### src/rtl/clc_pkg.sv
`timescale 1ns / 1ps
`default_nettype none

package clc_pkg;

  localparam int LINE_LENGTH = 40;
  localparam int MEM_DEPTH   = 2 * LINE_LENGTH;
  localparam int ADDR_W      = (MEM_DEPTH > 1) ? $clog2(MEM_DEPTH) : 1;

  // Request types on the bus channel
  typedef enum logic [1:0] {
    REQ_CMD  = 2'd0,
    REQ_DATA = 2'd1,
    REQ_READ = 2'd2
  } req_kind_t;

  // Command byte codes and masks
  localparam logic [7:0] CMD_CLEAR  = 8'h01;
  localparam logic [7:0] MASK_HOME  = 8'hFE;
  localparam logic [7:0] CMD_HOME   = 8'h02;
  localparam logic [7:0] MASK_ENTRY = 8'hFC;
  localparam logic [7:0] CMD_ENTRY  = 8'h04;
  localparam logic [7:0] MASK_DISP  = 8'hF8;
  localparam logic [7:0] CMD_DISP   = 8'h08;
  localparam logic [7:0] MASK_FUNC  = 8'hE0;
  localparam logic [7:0] CMD_FUNC   = 8'h20;
  localparam int         BIT_SETADDR = 7;

  localparam logic [7:0] BLANK = 8'h20;

  // Controller to datapath commands
  typedef struct packed {
    logic capture;   // latch the accepted request
    logic execute;   // apply the request, issue memory read
    logic load_out;  // move the result into the output register
  } clc_cmd_t;

endpackage

`default_nettype wire

### src/rtl/clc_req_if.sv
`timescale 1ns / 1ps
`default_nettype none

interface clc_req_if;
  logic       valid;
  logic       ready;
  logic [1:0] req_type;
  logic [7:0] bus_value;
  logic       read_line;
  logic [5:0] read_column;

  modport source (output valid, req_type, bus_value, read_line, read_column, input ready);
  modport sink   (input valid, req_type, bus_value, read_line, read_column, output ready);
endinterface

`default_nettype wire

### src/rtl/clc_rsp_if.sv
`timescale 1ns / 1ps
`default_nettype none

interface clc_rsp_if;
  logic       valid;
  logic       ready;
  logic [7:0] cell_value;
  logic [6:0] cursor_now;
  logic       entry_increments;
  logic       display_shown;
  logic       cursor_shown;
  logic       blink_shown;

  modport source (output valid, cell_value, cursor_now, entry_increments, display_shown,
                  cursor_shown, blink_shown, input ready);
  modport sink   (input valid, cell_value, cursor_now, entry_increments, display_shown,
                  cursor_shown, blink_shown, output ready);
endinterface

`default_nettype wire

### src/rtl/clc_ctrl.sv
`timescale 1ns / 1ps
`default_nettype none

module clc_ctrl
  import clc_pkg::*;
(
  input  wire logic     clk,
  input  wire logic     rst,
  input  wire logic     req_valid,
  output logic          req_ready,
  output logic          rsp_valid,
  input  wire logic     rsp_ready,
  output clc_cmd_t      cmd
);

  typedef enum logic [1:0] {
    S_IDLE,
    S_EXEC,
    S_FIN
  } state_t;

  state_t state;
  logic   load;

  // Load the result when the output register is empty or drains this cycle
  assign load = (state == S_FIN) && (!rsp_valid || rsp_ready);

  assign cmd.capture  = req_valid && req_ready;
  assign cmd.execute  = (state == S_EXEC);
  assign cmd.load_out = load;

  always_ff @(posedge clk) begin
    if (rst) begin
      state     <= S_IDLE;
      req_ready <= 1'b1;
      rsp_valid <= 1'b0;
    end else begin
      // Raise valid on a new result, drop it once the old one drains
      if (load) begin
        rsp_valid <= 1'b1;
      end else if (rsp_valid && rsp_ready) begin
        rsp_valid <= 1'b0;
      end
      case (state)
        S_IDLE: begin
          if (req_valid && req_ready) begin
            state     <= S_EXEC;
            req_ready <= 1'b0;
          end
        end
        S_EXEC: begin
          state <= S_FIN;
        end
        S_FIN: begin
          if (load) begin
            state     <= S_IDLE;
            req_ready <= 1'b1;
          end
        end
        default: begin
          state     <= S_IDLE;
          req_ready <= 1'b1;
        end
      endcase
    end
  end

endmodule

`default_nettype wire

### src/rtl/clc_datapath.sv
`timescale 1ns / 1ps
`default_nettype none

module clc_datapath
  import clc_pkg::*;
(
  input  wire logic       clk,
  input  wire logic       rst,
  input  wire clc_cmd_t   cmd,
  input  wire logic [1:0] req_type,
  input  wire logic [7:0] bus_value,
  input  wire logic       read_line,
  input  wire logic [5:0] read_column,
  output logic [7:0]      cell_value,
  output logic [6:0]      cursor_now,
  output logic            entry_increments,
  output logic            display_shown,
  output logic            cursor_shown,
  output logic            blink_shown
);

  // Captured request
  logic [1:0] type_q;
  logic [7:0] value_q;
  logic       line_q;
  logic [5:0] column_q;

  // Controller state
  logic [6:0] cursor;
  logic       incr;
  logic       disp_en;
  logic       curs_vis;
  logic       blink_en;

  // Display memory, valid bits stand for the space fill
  logic [7:0]           mem [MEM_DEPTH];
  logic [MEM_DEPTH-1:0] cell_ok;
  logic [7:0]           rd_data;
  logic                 rd_ok;

  logic              wr_in_range;
  logic [6:0]        wr_addr_full;
  logic [ADDR_W-1:0] wr_addr;
  logic              rd_in_range;
  logic [6:0]        rd_addr_full;
  logic [ADDR_W-1:0] rd_addr;
  logic              do_write;
  logic              do_clear;
  logic [7:0]        cell_sel;

  assign wr_in_range  = {1'b0, cursor[5:0]} < 7'(LINE_LENGTH);
  assign wr_addr_full = cursor[6] ? (7'(cursor[5:0]) + 7'(LINE_LENGTH)) : 7'(cursor[5:0]);
  assign wr_addr      = wr_in_range ? ADDR_W'(wr_addr_full) : '0;

  assign rd_in_range  = {1'b0, column_q} < 7'(LINE_LENGTH);
  assign rd_addr_full = line_q ? (7'(column_q) + 7'(LINE_LENGTH)) : 7'(column_q);
  assign rd_addr      = rd_in_range ? ADDR_W'(rd_addr_full) : '0;

  assign do_write = cmd.execute && (type_q == REQ_DATA) && wr_in_range;
  assign do_clear = cmd.execute && (type_q == REQ_CMD) && (value_q == CMD_CLEAR);

  always_ff @(posedge clk) begin
    if (cmd.capture) begin
      type_q   <= req_type;
      value_q  <= bus_value;
      line_q   <= read_line;
      column_q <= read_column;
    end
  end

  always_ff @(posedge clk) begin
    if (rst) begin
      cursor   <= '0;
      incr     <= 1'b1;
      disp_en  <= 1'b0;
      curs_vis <= 1'b0;
      blink_en <= 1'b0;
    end else if (cmd.execute) begin
      case (type_q)
        REQ_CMD: begin
          if (value_q == CMD_CLEAR) begin
            cursor <= '0;
          end else if ((value_q & MASK_HOME) == CMD_HOME) begin
            cursor <= '0;
          end else if ((value_q & MASK_ENTRY) == CMD_ENTRY) begin
            incr <= value_q[1];
          end else if ((value_q & MASK_DISP) == CMD_DISP) begin
            disp_en  <= value_q[2];
            curs_vis <= value_q[1];
            blink_en <= value_q[0];
          end else if ((value_q & MASK_FUNC) == CMD_FUNC) begin
            cursor <= cursor;
          end else if (value_q[BIT_SETADDR]) begin
            cursor <= value_q[6:0];
          end
        end
        REQ_DATA: begin
          cursor <= incr ? (cursor + 7'd1) : (cursor - 7'd1);
        end
        default: begin
          cursor <= cursor;
        end
      endcase
    end
  end

  always_ff @(posedge clk) begin
    if (rst || do_clear) begin
      cell_ok <= '0;
    end else if (do_write) begin
      cell_ok[wr_addr] <= 1'b1;
    end
  end

  always_ff @(posedge clk) begin
    if (do_write) begin
      mem[wr_addr] <= value_q;
    end
    if (cmd.execute) begin
      rd_data <= mem[rd_addr];
      rd_ok   <= cell_ok[rd_addr];
    end
  end

  always_comb begin
    cell_sel = 8'h00;
    if (type_q == REQ_READ) begin
      cell_sel = (rd_in_range && rd_ok) ? rd_data : BLANK;
    end
  end

  always_ff @(posedge clk) begin
    if (cmd.load_out) begin
      cell_value       <= cell_sel;
      cursor_now       <= cursor;
      entry_increments <= incr;
      display_shown    <= disp_en;
      cursor_shown     <= curs_vis;
      blink_shown      <= blink_en;
    end
  end

endmodule

`default_nettype wire

### src/rtl/char_lcd_controller.sv
`timescale 1ns / 1ps
`default_nettype none

// Two-line character LCD controller core. Each request on req is a command
// write, a data write or a read of one display cell; every request yields
// exactly one result on rsp carrying the cell (zero for writes, space for a
// column past the line) together with the cursor address and all flags as
// they stand after the request. A request passes from acceptance to result
// in steps: it is captured, then applied while the 80-byte display memory
// is read through its registered port, then loaded into the output
// register; the next request is taken the cycle after that, so no new
// request is taken before the last result is loaded. The output register
// holds a result while a new request is accepted; a stalled rsp holds the
// finishing request in its last step. A clear goes through the same steps:
// per-cell valid bits drop at once and unwritten cells read as space.
module char_lcd_controller
  import clc_pkg::*;
(
  input  wire logic clk,
  input  wire logic rst,
  clc_req_if.sink   req,
  clc_rsp_if.source rsp
);

  clc_cmd_t cmd;

  // Sequence the request: capture, execute, load the result
  clc_ctrl u_ctrl (
    .clk       (clk),
    .rst       (rst),
    .req_valid (req.valid),
    .req_ready (req.ready),
    .rsp_valid (rsp.valid),
    .rsp_ready (rsp.ready),
    .cmd       (cmd)
  );

  // Hold the display memory, cursor, flags and the output register
  clc_datapath u_datapath (
    .clk              (clk),
    .rst              (rst),
    .cmd              (cmd),
    .req_type         (req.req_type),
    .bus_value        (req.bus_value),
    .read_line        (req.read_line),
    .read_column      (req.read_column),
    .cell_value       (rsp.cell_value),
    .cursor_now       (rsp.cursor_now),
    .entry_increments (rsp.entry_increments),
    .display_shown    (rsp.display_shown),
    .cursor_shown     (rsp.cursor_shown),
    .blink_shown      (rsp.blink_shown)
  );

endmodule

`default_nettype wire

### src/flat_wrapper.sv
// flat-port wrapper written by rule: the top's interface ports become plain ports
module char_lcd_controller_flat import clc_pkg::*;
  (clk, rst, req_valid, req_req_type, req_bus_value, req_read_line, req_read_column, req_ready, rsp_valid, rsp_cell_value, rsp_cursor_now, rsp_entry_increments, rsp_display_shown, rsp_cursor_shown, rsp_blink_shown, rsp_ready);
  clc_req_if req_i ();
  clc_rsp_if rsp_i ();
  input  wire logic clk;
  input  wire logic rst;
  input wire logic [$bits(req_i.valid)-1:0] req_valid;
  input wire logic [$bits(req_i.req_type)-1:0] req_req_type;
  input wire logic [$bits(req_i.bus_value)-1:0] req_bus_value;
  input wire logic [$bits(req_i.read_line)-1:0] req_read_line;
  input wire logic [$bits(req_i.read_column)-1:0] req_read_column;
  output wire logic [$bits(req_i.ready)-1:0] req_ready;
  output wire logic [$bits(rsp_i.valid)-1:0] rsp_valid;
  output wire logic [$bits(rsp_i.cell_value)-1:0] rsp_cell_value;
  output wire logic [$bits(rsp_i.cursor_now)-1:0] rsp_cursor_now;
  output wire logic [$bits(rsp_i.entry_increments)-1:0] rsp_entry_increments;
  output wire logic [$bits(rsp_i.display_shown)-1:0] rsp_display_shown;
  output wire logic [$bits(rsp_i.cursor_shown)-1:0] rsp_cursor_shown;
  output wire logic [$bits(rsp_i.blink_shown)-1:0] rsp_blink_shown;
  input wire logic [$bits(rsp_i.ready)-1:0] rsp_ready;
  assign req_i.valid = req_valid;
  assign req_i.req_type = req_req_type;
  assign req_i.bus_value = req_bus_value;
  assign req_i.read_line = req_read_line;
  assign req_i.read_column = req_read_column;
  assign req_ready = req_i.ready;
  assign rsp_valid = rsp_i.valid;
  assign rsp_cell_value = rsp_i.cell_value;
  assign rsp_cursor_now = rsp_i.cursor_now;
  assign rsp_entry_increments = rsp_i.entry_increments;
  assign rsp_display_shown = rsp_i.display_shown;
  assign rsp_cursor_shown = rsp_i.cursor_shown;
  assign rsp_blink_shown = rsp_i.blink_shown;
  assign rsp_i.ready = rsp_ready;
  char_lcd_controller u_core (.clk(clk), .rst(rst), .req(req_i), .rsp(rsp_i));
endmodule
### config.mk
export PLATFORM = sky130hd
export DESIGN_NAME = char_lcd_controller_flat
export DESIGN_NICKNAME = d
export VERILOG_FILES = /design/src/rtl/clc_pkg.sv /design/src/rtl/clc_req_if.sv /design/src/rtl/clc_rsp_if.sv /design/src/rtl/clc_ctrl.sv /design/src/rtl/clc_datapath.sv /design/src/rtl/char_lcd_controller.sv /design/src/flat_wrapper.sv
export SDC_FILE = /design/constraint.sdc
export NUM_CORES = 1
export LEC_CHECK = 0
export BUFFER_PORTS_ARGS = -buffer_cell sky130_fd_sc_hd__buf_2
export CORE_MARGIN = 2
export CORE_UTILIZATION = 30
export CTS_BUF_LIST = sky130_fd_sc_hd__clkbuf_16
export DETAILED_ROUTE_END_ITERATION = 16
export GPL_ROUTABILITY_DRIVEN = 0
export PLACE_DENSITY = 0.45
export SYNTH_ARGS = -nofsm -noshare
export SYNTH_HDL_FRONTEND = slang
export SYNTH_SLANG_ARGS = --single-unit
### constraint.sdc
create_clock -name clk -period 4.08 [get_ports clk]
set_clock_uncertainty 0.05 [all_clocks]
set_input_delay 0.816 -clock clk [delete_from_list [all_inputs] [get_ports clk]]
set_output_delay 0.816 -clock clk [all_outputs]
set_load 0.03 [all_outputs]
==> summary.md <==
| Metric | Value |
|---|---|
| WL final | 101 mm |
| Detail Route Antenna Nets | 0 |
| Post-CTS Hold Buffers | 0 |
| Vias in the first global route | approximately 20k |
| Worst slew margin | between 20% and 30% |
| Setup TNS | 0 ns |
| Die W | approximately 330 microns |
| Clock share of power | between 40% and 50% |
| First-pass GRT wire length | ~140 mm |
| Reg power frac | approximately half |
| Post-synth EDFFs | about 690 |
| Worst Path Max Fanout | 14 |
| Net Sw Frac | between 20% and 30% |
| Final hold violations | 0 |
| Via count | about 20k |
| Hold crit path type | primary input to register |
| Ys async rst share | 0% |
| Mapped Cells | 2109 |
| Sequential share of the synthesized area | 71.4% |
| Worst path slowest cell | nor2_1 |
| CP max stage delay | around 0.86 ns |
| First-pass DRT Iterations | 6 |
| Bufs and invs on worst path | 1 |
| Multi-input combinational cell area | about 8400 sq um |
| Pin count of the biggest net entering global routing | between 80 and 90 |
| Post-Syn Area | roughly 31000 sq um |
| Area Overhead vs Synth | 17.0% |
| Detailed Place HPWL | 65.4 mm |
| Die area | around 110000 sq um |
| Synth top area cells | edfxtp_1, dfxtp_1, mux4_2 |
| Vias per inst | between 5 and 6 |
| H-tree levels | 3 |
| Gate power share | under 10% |
| CTS tree | done |
| Place WS | about 0.30 ns |
| CP top delay family | compound AO/OA/AOI/OAI gates |
| RSZ-0062 raised after global routing | no |
| DRC violations left | 0 |
| Layout cells sized above 1 | between 10% and 20% |
| CTS sink cnt | 780 |
| Final Max Tran Viols | 0 |
| Final net count | around 2.3k |
| Final-report setup violation count | 0 |
| Fillers | ~10k |
| Syn Nets | between 2k and 2.5k |
| WP data arrival | between 4 and 5 ns |
| Crit path required time | approximately 4.4 ns |
| Crit Path Class | register to register |
| Synth area leader | edfxtp_1 |
| GR Util All Layers | between 15 and 20% |
| Initial Util | approximately 30% |
| Flops & latches, synth | 780 |
| Overflow left after global routing | 0 |
| HP Start | req_bus_value[7] |
| Most used DFF post-synth | edfxtp_1 |
| Num CTS Buffers | 86 |
| DRT iter0 DRCs | between 2k and 2.5k |
| Fin crit period | ~4 ns |
| CP startpoint kind | register |
| Crit path cell chain | buf_4 > ha_1 > nand2_1 > o22a_1 > nor2_1 > o21ai_0 > o311ai_0 > o311ai_1 > a41o_1 |
| Achievable frequency | 254 MHz |
| Post-CTS Setup Bufs | 0 |
| Max VDD drop | between 0.3 and 0.4 mV |
| Core Rows | ~120 |
| Syn Area/Cell | between 10 and 15 sq um |
| Power Density | roughly 470 nW/um^2 |
| Fin crit share | a little under 100% |
| Core Area | slightly above 100000 sq um |
| MaxCap Viol Count | 0 |
| RR Startpoint | u_core.u_datapath.column_q[3] |
| Cell variety after synth | 77 |
| Initial antenna violation count | 2 |
| Register clock-pin slew on the reported worst setup and hold paths | 0.06 ns |
| Final setup margin | about 0.14 ns |
| Die Ht | ~330 microns |
| I/O pin cnt | 42 |
| Avg WL per Cell | 27.0 microns |
| Root buffer cell | clkbuf_16 |
| Crit. Startpoint | u_core.u_datapath.column_q[3] |
| Pint | roughly 0.013 W |
| Slew of the pin with the lowest slew margin | 1.15 ns |
| Post-CTS sizing | 0 |
| Leakage | about 12 nW |
| Synth top area share | roughly two thirds |
| CP endpoint kind | register |
| Clock latency on the worst-skew pair | 0.64 ns |
| Clk buf depth | 3 |
| NetSw | about 0.0041 W |
| Ys Warns | 0 |
| Status | finished clean |
| Port Buf Inserts | 41 |
| FF+latch area | between 20000 and 25000 sq um |
==> worst paths after layout <==
check,to,slack [ns],depth (start not counted)
worst max-delay path,u_core.u_datapath.rd_data[4],0.14,9
worst min-delay path,u_core.u_datapath.value_q[7],0.31,1
worst max register to register,u_core.u_datapath.rd_data[4],0.14,9
worst min register to register,u_core.u_datapath.cursor_shown,0.40,0
==> state kept, by name (all words and copies together) (netlist names), 2 cells and up <==
signal / cells
u_core.u_datapath.cursor: 7
u_core.u_datapath.rd_data: 8
u_core.u_ctrl.state: 2
u_core.u_datapath.mem: 640
u_core.u_datapath.cell_value: 8
u_core.u_datapath.cursor_now: 7
u_core.u_datapath.column_q: 6
u_core.u_datapath.type_q: 2
u_core.u_datapath.value_q: 8
u_core.u_datapath.cell_ok: 80
==> placed cells by master, fill, tap and decap left out, types with 27 or more instances in the layout <==
cell type	Yosys	routed
o22ai_1	67	67
buf_4	8	157
nor2_1	163	162
buf_2	70	41
nor2b_1	38	37
a211oi_1	48	48
a21oi_1	108	108
mux4_2	40	40
o21a_1	86	85
o21ai_0	65	65
edfxtp_1	685	685
clkbuf_16	0	88
mux2i_1	69	69
nand2_1	94	92
nor3_1	30	30
dfxtp_1	95	95
inv_1	21	47
nand3_1	27	27
mux2_2	48	48
==> Yosys cell counts, types with 30 or more instances <==
cell type    n
buf_2       70
clkbuf_1    47
a21oi_1    108
nor2b_1     38
nor2_1     163
dfxtp_1     95
nand2_1     94
o21ai_0     65
o21a_1      86
o22ai_1     67
a211oi_1    48
nor3_1      30
mux4_2      40
mux2i_1     69
mux2_2      48
edfxtp_1   685
==> worst reg2reg max path: cells and delay by family (launching register included) <==
kind	cells	cell delay, ns
buf+inv	1	0.24
compound gates	5	1.59
flops	1	0.50
simple gates	2	0.97
fa+ha+maj	1	0.35
==> routing by layer <==
metal / part of all wire [%] / wire length (microns) / GRT usage (%) / vias up
met3: 6.2 / 6230 / 2.55 / 145
met5: 0 / 0 / 0 / -
met4: 2.7 / 2710 / 5.45 / 0
met2: 46 / 46400 / 29.4 / 759
met1: 45 / 45400 / 26.4 / 10300
li1: - / - / - / 8705
==> cell type report <==
| class | count | area share, % |
|---|---|---|
| tap | 1380 | 4.68 |
| sequential | 780 | 61.0 |
| clock buffer | 88 | 5.98 |
| multi-input combinational | 1174 | 22.7 |
| timing repair buffer | 208 | 4.30 |
| antenna | 2 | 0.0136 |
| inverter | 22 | 0.224 |
| clock inverter | 72 | 1.16 |
==> through the flow <==
| step | total power [W] | area [sq um] | cells | hold WS [ns] | util, % |
|---|---|---|---|---|---|
| 2_1_floorplan | 0.00967 | 31500 | 2109 | 0.356 | - |
| 3_3_place_gp | 0.0103 | 34200 | 3564 | 0.381 | 33.0 |
| 3_5_place_dp | 0.0103 | 34200 | 3564 | 0.375 | 33.0 |
| 4_1_cts | 0.0176 | 36900 | 3724 | 0.275 | 35.5 |
| 5_1_grt | 0.0179 | 36900 | 3724 | 0.281 | 35.5 |
| 6_report | 0.0174 | 36900 | 3726 | 0.307 | 35.5 |
==> cell families (layout without fill, tap and decap cells) <==
logic type	after synthesis	count (layout)	share of synthesized area, %
simple gates	428	428	6.39
xor+xnor	4	4	0.111
buf+inv	155	390	2.25
other cells	0	2	0
mux	157	157	6.77
fa+ha+maj	8	8	0.342
compound gates	577	577	12.8
flops	780	780	71.4
==> power groups by stage <==
| stage | sequential [W] | clock, W | combinational, W |
|---|---|---|---|
| floorplan | 0.00898 | 0 | 0.000691 |
| detailed placement | 0.00894 | 0 | 0.00135 |
| global placement | 0.00894 | 0 | 0.00135 |
| CTS | 0.00877 | 0.00744 | 0.00136 |
| finish | 0.00877 | 0.00728 | 0.00136 |
| global route | 0.00877 | 0.00770 | 0.00144 |
(Power assumes the default switching activity.)
